===== src/design/vnr_pkg.sv =====
// Shared constants and types for the vector norm reducer.
package vnr_pkg;

   localparam int SAMPLE_WIDTH = 16;
   localparam int ACC_WIDTH    = 48;
   localparam int RESULT_WIDTH = 49;
   localparam int RSP_DATA_WIDTH = ((RESULT_WIDTH + 7) / 8) * 8;
   localparam int REQ_DATA_WIDTH = ((SAMPLE_WIDTH + 7) / 8) * 8;
   localparam int MAG_WIDTH    = SAMPLE_WIDTH + 1;
   localparam int SQ_WIDTH     = 2 * MAG_WIDTH;
   localparam int ROOT_STEPS   = ACC_WIDTH / 2;
   localparam int ROOT_WIDTH   = ROOT_STEPS;
   localparam int REM_WIDTH    = ROOT_WIDTH + 3;
   localparam int STEP_CNT_WIDTH = $clog2(ROOT_STEPS);

   localparam logic [1:0] MODE_L1   = 2'd0;
   localparam logic [1:0] MODE_L2   = 2'd1;
   localparam logic [1:0] MODE_LINF = 2'd2;
   localparam logic [1:0] MODE_SMAX = 2'd3;

   typedef struct packed {
      logic accept;     // take the sample on the input
      logic root_step;  // one square root iteration
      logic load_out;   // move the result into the output register
   } vnr_cmd_type;

   typedef struct packed {
      logic is_l2;
   } vnr_status_type;

endpackage


===== src/design/vnr_ctrl.sv =====
// Sequencing of accumulation, square root iterations and result hand-off.
module vnr_ctrl (
   input  logic                    clock,
   input  logic                    reset,
   input  logic                    req_tvalid,
   input  logic                    req_tlast,
   output logic                    req_tready,
   output logic                    rsp_tvalid,
   input  logic                    rsp_tready,
   input  vnr_pkg::vnr_status_type status,
   output vnr_pkg::vnr_cmd_type    cmd
);

   localparam logic [1:0] S_RUN  = 2'd0;
   localparam logic [1:0] S_ROOT = 2'd1;
   localparam logic [1:0] S_LOAD = 2'd2;

   logic [1:0] state_ff, state_in;
   logic [vnr_pkg::STEP_CNT_WIDTH-1:0] cnt_ff, cnt_in;
   logic rsp_valid_ff, rsp_valid_in;
   logic take;
   logic slot_free;

   assign req_tready = (state_ff == S_RUN);
   assign take       = req_tvalid && req_tready;
   assign slot_free  = !rsp_valid_ff || rsp_tready;
   assign rsp_tvalid = rsp_valid_ff;

   always_comb begin
      state_in = state_ff;
      cnt_in   = cnt_ff;
      cmd      = '0;
      unique case (state_ff)
         S_RUN: begin
            if (take) begin
               cmd.accept = 1'b1;
               cnt_in     = '0;
               if (req_tlast) begin
                  state_in = status.is_l2 ? S_ROOT : S_LOAD;
               end
            end
         end
         S_ROOT: begin
            cmd.root_step = 1'b1;
            cnt_in        = cnt_ff + 1'b1;
            if (cnt_ff == vnr_pkg::STEP_CNT_WIDTH'(vnr_pkg::ROOT_STEPS - 1)) begin
               state_in = S_LOAD;
            end
         end
         S_LOAD: begin
            if (slot_free) begin
               cmd.load_out = 1'b1;
               state_in     = S_RUN;
            end
         end
         default: begin
            state_in = S_RUN;
         end
      endcase
   end

   always_comb begin
      rsp_valid_in = rsp_valid_ff;
      if (cmd.load_out) begin
         rsp_valid_in = 1'b1;
      end else if (rsp_tready) begin
         rsp_valid_in = 1'b0;
      end
   end

   always_ff @(posedge clock) begin
      if (reset) begin
         state_ff     <= S_RUN;
         cnt_ff       <= '0;
         rsp_valid_ff <= 1'b0;
      end else begin
         state_ff     <= state_in;
         cnt_ff       <= cnt_in;
         rsp_valid_ff <= rsp_valid_in;
      end
   end

   a_short_path: assert property (@(posedge clock) disable iff (reset)
      (take && req_tlast && !status.is_l2) |=> (state_ff == S_LOAD))
      else $error("non-L2 word with last did not go to load");

   a_root_len: assert property (@(posedge clock) disable iff (reset)
      (state_ff == S_ROOT && state_in == S_LOAD) |->
      (cnt_ff == vnr_pkg::STEP_CNT_WIDTH'(vnr_pkg::ROOT_STEPS - 1)))
      else $error("square root left early");

   a_valid_source: assert property (@(posedge clock) disable iff (reset)
      $rose(rsp_valid_ff) |-> $past(state_ff == S_LOAD))
      else $error("output valid without a load");

   a_no_overwrite: assert property (@(posedge clock) disable iff (reset)
      cmd.load_out |-> (!rsp_valid_ff || rsp_tready))
      else $error("output register overwritten");

endmodule


===== src/design/vnr_datapath.sv =====
// Accumulator, mode register, square root unit and output register.
module vnr_datapath (
   input  logic                                  clock,
   input  logic                                  reset,
   input  logic                                  csr_wr_en,
   input  logic [1:0]                            csr_wr_data,
   input  logic signed [vnr_pkg::SAMPLE_WIDTH-1:0] sample,
   input  vnr_pkg::vnr_cmd_type                  cmd,
   output vnr_pkg::vnr_status_type               status,
   output logic [vnr_pkg::RESULT_WIDTH-1:0]      result_value,
   output logic                                  saturated
);

   logic [1:0] mode_ff;
   logic [vnr_pkg::ACC_WIDTH-1:0] acc_ff, acc_in;
   logic clip_ff, clip_in;
   logic at_start_ff, at_start_in;
   logic [vnr_pkg::REM_WIDTH-1:0]  rem_ff, rem_in;
   logic [vnr_pkg::ROOT_WIDTH-1:0] root_ff, root_in;
   logic [vnr_pkg::RESULT_WIDTH-1:0] result_ff, result_in;
   logic sat_ff;

   logic neg;
   logic [vnr_pkg::MAG_WIDTH-1:0] mag;
   logic [vnr_pkg::SQ_WIDTH-1:0]  sq;
   logic [vnr_pkg::ACC_WIDTH-1:0] base, addend, sext;
   logic [vnr_pkg::ACC_WIDTH:0]   sum;
   logic base_clip;
   logic [vnr_pkg::REM_WIDTH-1:0] rem_shift, trial;
   logic ge;

   assign status.is_l2 = (mode_ff == vnr_pkg::MODE_L2);

   assign neg  = sample[vnr_pkg::SAMPLE_WIDTH-1];
   assign mag  = neg ? (vnr_pkg::MAG_WIDTH'(unsigned'(~sample)) + 1'b1)
                     : vnr_pkg::MAG_WIDTH'(unsigned'(sample));
   assign sq   = vnr_pkg::SQ_WIDTH'(mag) * vnr_pkg::SQ_WIDTH'(mag);
   assign sext = vnr_pkg::ACC_WIDTH'(sample);
   assign base      = at_start_ff ? '0 : acc_ff;
   assign base_clip = at_start_ff ? 1'b0 : clip_ff;
   assign addend = (mode_ff == vnr_pkg::MODE_L1) ? vnr_pkg::ACC_WIDTH'(mag)
                                                 : vnr_pkg::ACC_WIDTH'(sq);
   assign sum = {1'b0, base} + {1'b0, addend};

   assign rem_shift = {rem_ff[vnr_pkg::REM_WIDTH-3:0],
                       acc_ff[vnr_pkg::ACC_WIDTH-1 -: 2]};
   assign trial     = vnr_pkg::REM_WIDTH'({root_ff, 2'b01});
   assign ge        = (rem_shift >= trial);

   always_comb begin
      acc_in      = acc_ff;
      clip_in     = clip_ff;
      at_start_in = at_start_ff;
      rem_in      = rem_ff;
      root_in     = root_ff;
      result_in   = result_ff;
      if (cmd.accept) begin
         at_start_in = 1'b0;
         clip_in     = base_clip;
         rem_in      = '0;
         root_in     = '0;
         case (mode_ff) inside
            vnr_pkg::MODE_L1, vnr_pkg::MODE_L2: begin
               if (sum[vnr_pkg::ACC_WIDTH]) begin
                  acc_in  = '1;
                  clip_in = 1'b1;
               end else begin
                  acc_in = sum[vnr_pkg::ACC_WIDTH-1:0];
               end
            end
            vnr_pkg::MODE_LINF: begin
               acc_in = (vnr_pkg::ACC_WIDTH'(mag) > base) ? vnr_pkg::ACC_WIDTH'(mag) : base;
            end
            default: begin
               acc_in = (at_start_ff || (signed'(sext) > signed'(base))) ? sext : base;
            end
         endcase
      end else if (cmd.root_step) begin
         rem_in  = ge ? (rem_shift - trial) : rem_shift;
         root_in = {root_ff[vnr_pkg::ROOT_WIDTH-2:0], ge};
         acc_in  = acc_ff << 2;
      end else if (cmd.load_out) begin
         case (mode_ff)
            vnr_pkg::MODE_SMAX: result_in = vnr_pkg::RESULT_WIDTH'(signed'(acc_ff));
            vnr_pkg::MODE_L2:   result_in = vnr_pkg::RESULT_WIDTH'(root_ff);
            default:            result_in = vnr_pkg::RESULT_WIDTH'(acc_ff);
         endcase
         acc_in      = '0;
         clip_in     = 1'b0;
         at_start_in = 1'b1;
      end
   end

   always_ff @(posedge clock) begin
      if (reset) begin
         mode_ff     <= vnr_pkg::MODE_L1;
         acc_ff      <= '0;
         clip_ff     <= 1'b0;
         at_start_ff <= 1'b1;
      end else begin
         if (csr_wr_en) begin
            mode_ff <= csr_wr_data;
         end
         acc_ff      <= acc_in;
         clip_ff     <= clip_in;
         at_start_ff <= at_start_in;
      end
   end

   always_ff @(posedge clock) begin
      rem_ff    <= rem_in;
      root_ff   <= root_in;
      result_ff <= result_in;
      if (cmd.load_out) begin
         sat_ff <= clip_ff;
      end
   end

   assign result_value = result_ff;
   assign saturated    = sat_ff;

endmodule


===== src/design/vector_norm_reducer_core.sv =====
// Top level of the vector norm reducer: controller plus datapath.
// Reduces each vector of signed 16-bit samples (tlast closes a vector) to one result word:
// L1 sum, floor square root of the sum of squares, max magnitude or signed max, chosen by
// the 2-bit mode register. Sums saturate at 2^48-1 and flag it in rsp_tuser. Samples are
// taken one per cycle in the run state. After the last sample of a vector, L2 mode first
// runs a restoring square root that produces one root bit per cycle; in every mode the core
// then waits while an earlier result still sits unread in the output register.
module vector_norm_reducer_core (
   input  logic                                clock,
   input  logic                                reset,
   input  logic                                csr_wr_en,
   input  logic [1:0]                          csr_wr_data,   // norm_mode
   input  logic                                req_tvalid,
   output logic                                req_tready,
   input  logic [vnr_pkg::REQ_DATA_WIDTH-1:0]  req_tdata,     // [15:0] sample
   input  logic                                req_tlast,
   output logic                                rsp_tvalid,
   input  logic                                rsp_tready,
   output logic [vnr_pkg::RSP_DATA_WIDTH-1:0]  rsp_tdata,     // [48:0] result_value, zero pad
   output logic [0:0]                          rsp_tuser      // [0] saturated
);

   vnr_pkg::vnr_cmd_type    cmd;
   vnr_pkg::vnr_status_type status;
   logic [vnr_pkg::RESULT_WIDTH-1:0] result_value;
   logic saturated;

   vnr_ctrl u_ctrl (
      .clock      (clock),
      .reset      (reset),
      .req_tvalid (req_tvalid),
      .req_tlast  (req_tlast),
      .req_tready (req_tready),
      .rsp_tvalid (rsp_tvalid),
      .rsp_tready (rsp_tready),
      .status     (status),
      .cmd        (cmd)
   );

   vnr_datapath u_datapath (
      .clock        (clock),
      .reset        (reset),
      .csr_wr_en    (csr_wr_en),
      .csr_wr_data  (csr_wr_data),
      .sample       (signed'(req_tdata[vnr_pkg::SAMPLE_WIDTH-1:0])),
      .cmd          (cmd),
      .status       (status),
      .result_value (result_value),
      .saturated    (saturated)
   );

   assign rsp_tdata    = vnr_pkg::RSP_DATA_WIDTH'(result_value);
   assign rsp_tuser[0] = saturated;

endmodule

===== config.mk =====
export PLATFORM = sky130hd
export DESIGN_NAME = vector_norm_reducer_core
export DESIGN_NICKNAME = d
export VERILOG_FILES = /design/src/design/vnr_pkg.sv /design/src/design/vnr_ctrl.sv /design/src/design/vnr_datapath.sv /design/src/design/vector_norm_reducer_core.sv
export SDC_FILE = /design/constraint.sdc
export NUM_CORES = 1
export LEC_CHECK = 0
export ABC_CLOCK_PERIOD_IN_PS = 45300
export BUFFER_PORTS_ARGS = -buffer_cell sky130_fd_sc_hd__buf_4
export CORE_MARGIN = 2
export CORE_UTILIZATION = 60
export CTS_CLUSTER_SIZE = 24
export DETAILED_ROUTE_END_ITERATION = 8
export GPL_TIMING_DRIVEN = 0
export PLACE_DENSITY = 0.8
export SLEW_MARGIN = 20
export SYNTH_ARGS = -nofsm -noshare
export SYNTH_HDL_FRONTEND = slang
export SYNTH_SLANG_ARGS = --single-unit

===== constraint.sdc =====
create_clock -name clock -period 45.3 [get_ports clock]
set_clock_uncertainty 0.15 [all_clocks]
set_input_delay 13.59 -clock clock [delete_from_list [all_inputs] [get_ports clock]]
set_output_delay 13.59 -clock clock [all_outputs]
set_load 0.05 [all_outputs]

==> results_tabular.tex <==
\begin{tabular}{lr}
\hline
Metric & Value \\
\hline
\multicolumn{2}{l}{\textbf{Route}} \\
Initial DRC count & about 2600 \\
Final antenna-violating net count & 0 \\
Final routed DRC violation total & 0 \\
Number of vias per cell & about 6.3 \\
Drt first pass iters & 7 \\
Routed wire length & 69.1 mm \\
Routed WL per cell & 21.6 um \\
Routed via count & 20100 \\
\multicolumn{2}{l}{\textbf{Critical path}} \\
Endpoint of the lowest-slack register-to-register path & u\_datapath.acc\_ff[23] \\
Max incr delay on CP & 0.70 ns \\
Buffer and inverter count on the worst path & 10 \\
Req. time, crit path & 45.45 ns \\
Register-to-Register Setup Slack & roughly 40 ns \\
Kind of end point of the critical path & flip-flop \\
CP max FO & 11 \\
Type of the worst setup path & in2reg \\
Worst reg2reg path startpoint & u\_datapath.at\_start\_ff \\
Cell with the most instances on the worst path & fa\_1 \\
Worst reg-to-reg path cell count & 18 \\
Top cell family by delay on the critical path & compound AO/OA/AOI/OAI gates \\
Arrival time of data at the critical path endpoint & between 20 and 30 ns \\
Nature of the critical path startpoint & input port \\
Critical Path Slowest Stage Cell & clkinv\_1 \\
\multicolumn{2}{l}{\textbf{CTS}} \\
Number of levels the H-tree was split into & 4 \\
Count of instances resized after the clock tree is built & 0 \\
Clock tree from TritonCTS & done \\
Maximum clock insertion buffer count & 2 \\
Clock root buffer & clkbuf\_16 \\
Number of buffers added for setup after CTS & 0 \\
Insertion delay to the later sink of the worst-skew pair & 0.44 ns \\
Num Clock Sinks & 159 \\
Hold-fix buffers, CTS & 0 \\
Register clock-pin slew on the reported worst setup and hold paths & 0.07 ns \\
Num CTS Buffers & 17 \\
\multicolumn{2}{l}{\textbf{Global route}} \\
Met2 usage & 58.0\% \\
Total routing resource utilization after global routing & 37.4\% \\
Total overflow reported by the global router & 0 \\
Pin count of the biggest net entering global routing & 35 \\
Number of antenna violations at the first check in global routing & 0 \\
GR met3 Demand/Resource & approximately 7.6\% \\
Global-route wire length before repair & 106 mm \\
Via count of the first global-routing pass & roughly 20000 \\
Busiest layer in global routing & met2 \\
GR Util met1 & 51.4\% \\
\multicolumn{2}{l}{\textbf{Logic synthesis}} \\
Mean instance size in the synthesized netlist & 8.22 sq um \\
Share of synthesized cell area in and, or, nand and nor gates & 16.2\% \\
Xor and xnor fraction of the mapped netlist area & 4.05\% \\
Portion of the post-synthesis area used by sequential elements & roughly 17\% \\
Number of flip-flops and latches in the synthesized netlist & around 160 \\
Cell area after synthesis & 0.0213 sq mm \\
Number of distinct library cells after synthesis & 100 \\
Top flip-flop cell by instance count after synthesis & dfxtp\_1 \\
YS warnings & 0 \\
Async SR Flop Fraction & 0\% \\
Combinational family with the most area after synthesis & adder cells \\
Adder-cell share of the synthesized area & 31.4\% \\
Compound-cell area share of the yosys netlist & approximately 20\% \\
Mux contribution to synthesized area & 1.56\% \\
Post-synthesis instance total & 2593 \\
Post-synth EDFFs & 50 \\
\multicolumn{2}{l}{\textbf{STA}} \\
Setup repair after global routing missed its margin & no \\
Accumulated negative setup slack & 0 ns \\
Final count of negative-setup-slack endpoints & 0 \\
Final-report max-slew violation count & 0 \\
Final Critical Period & 26.45 ns \\
Transition at the pin with the smallest max-transition slack & about 1.1 ns \\
Fmax & between 30 and 40 MHz \\
Relative max-transition margin & 28.8\% \\
Hold Fails Final Rpt & 0 \\
Tcrit/Tclk final & roughly three fifths \\
\multicolumn{2}{l}{\textbf{Finish}} \\
Ant. Diodes & 0 \\
Area growth from synthesis to layout & 9.15\% \\
Most frequent cells in the layout & inv\_1, nand2\_1, ha\_1, nor2\_1, fa\_1 \\
Leading cell type in the layout, fill and taps excluded & inv\_1 \\
Total number of nets in the final design & 3176 \\
Layout cell share with drive strength beyond 1 & 6.86\% \\
\multicolumn{2}{l}{\textbf{Die}} \\
Site row count & 69 \\
DIE AREA & 0.0371 sq mm \\
Total core area & 0.0353 sq mm \\
Chip width & 193 um \\
Initial Util & about three fifths \\
Ports placed on the boundary & 83 \\
Die boundary height & 193 um \\
\multicolumn{2}{l}{\textbf{Place}} \\
HPWL after detailed placement & 54.0 mm \\
Buffers on Ports & 74 \\
Final weighted congestion of routability-driven global placement & roughly 0.99 \\
\multicolumn{2}{l}{\textbf{Job}} \\
Max-cap violation count & 0 \\
\multicolumn{2}{l}{\textbf{Status}} \\
Outcome & finished clean \\
\multicolumn{2}{l}{\textbf{Hold path}} \\
Type of the most critical hold path & reg2reg \\
Hold Crit Depth & 2 \\
Startpoint of the lowest-slack hold path & u\_datapath.root\_ff[1] \\
Worst min-delay path endpoint & u\_datapath.root\_ff[1] \\
\hline
\end{tabular}
-- through the flow --
stage | cells | util (%) | hold slack (ns) | worst slack (ns) | area, sq um
final | 3203 | 65.9 | 0.325 | 18.85 | 23300
after global routing | 3203 | 65.9 | 0.322 | 18.34 | 23300
after CTS | 3203 | 65.9 | 0.318 | 19.21 | 23300
after detailed placement | 3171 | 64.1 | 0.302 | 18.81 | 22600
after global placement | 3170 | 64.0 | 0.297 | 18.93 | 22600
after floorplan | 2635 | - | 0.259 | 21.71 | 21500
-- metal layers --
metal  routed length (um)  part of all wire, %
met2                30800                   45
met1                28500                   41
met3                 7160                   10
met5                    0                    0
met4                 2640                  3.8
-- worst min-delay path: stages, from the launching register on --
cell,delay (ns)
dfxtp_1,0.32
nand3_1,0.06
o21ai_0,0.06
-- flip-flops by register name (all words and copies together) (netlist names) --
register / count
u_ctrl.state_ff: 2
u_datapath.saturated: 1
u_datapath.rem_ff: 25
u_datapath.acc_ff: 48
u_datapath.result_value: 49
u_datapath.mode_ff: 2
u_ctrl.rsp_tvalid: 1
u_datapath.root_ff: 24
u_ctrl.cnt_ff: 5
u_datapath.at_start_ff: 1
u_datapath.clip_ff: 1
-- final cells by class --
class                           count  area, sq um
Inverter                          381         1430
Tap cell                          461          577
Sequential cell                   159         3680
Clock inverter                     11          119
Clock buffer                       21          493
Buffer                            123          539
Multi-Input combinational cell   1972        15900
Fill cell                        3045        12000
Timing Repair Buffer               75          576
-- synth_stat cells, drive strengths merged, types with 8 or more instances --
master	instances	area, sq um
buf	36	213
clkbuf	87	327
a222oi	10	100
mux2i	32	320
a21oi	169	857
nor2b	13	81.3
o221ai	11	96.3
ha	235	2940
a221oi	31	315
o22ai	11	75.1
dfxtp	109	2180
fa	188	3760
nor3	39	210
a21o	44	330
o31ai	14	143
o211ai	14	105
and3	10	62.6
xor2	41	367
nand2b	26	178
nand3	65	325
a22oi	8	60.1
o21a	22	165
a31oi	28	205
inv	379	1420
nor4	21	161
a311oi	10	93.8
or3	13	86.3
nand4	31	200
xnor2	56	498
o21bai	19	143
o21ai	159	796
a211oi	29	238
and2	27	171
nand2	262	993
o31a	13	114
nor2	203	764
edfxtp	50	1500
-- logic make-up after synthesis --
kind of cell | after synthesis
and+or+nand+nor | 738
AOI/OAI and AO/OA | 637
buffers and inverters | 504
adders and majority gates | 423
DFF | 159
xor gates and xnor gates | 97
muxes | 33
other | 2
-- how the worst max path moves through the flow --
stage / depth (start not counted) / start / end / slack (ns)
finish: 42 / req_tdata[0] / u_datapath.acc_ff[23] / 18.85
CTS: 45 / req_tdata[0] / u_datapath.acc_ff[47] / 19.21
global route: 44 / req_tdata[0] / u_datapath.acc_ff[16] / 18.34
detailed placement: 45 / req_tdata[0] / u_datapath.acc_ff[47] / 18.81
floorplan: 43 / req_tdata[0] / u_datapath.acc_ff[47] / 21.71
global placement: 45 / req_tdata[0] / u_datapath.acc_ff[47] / 18.93
Power is not shown: default switching activity piles up to over one toggle a cycle in this logic, so the estimate is an artifact.
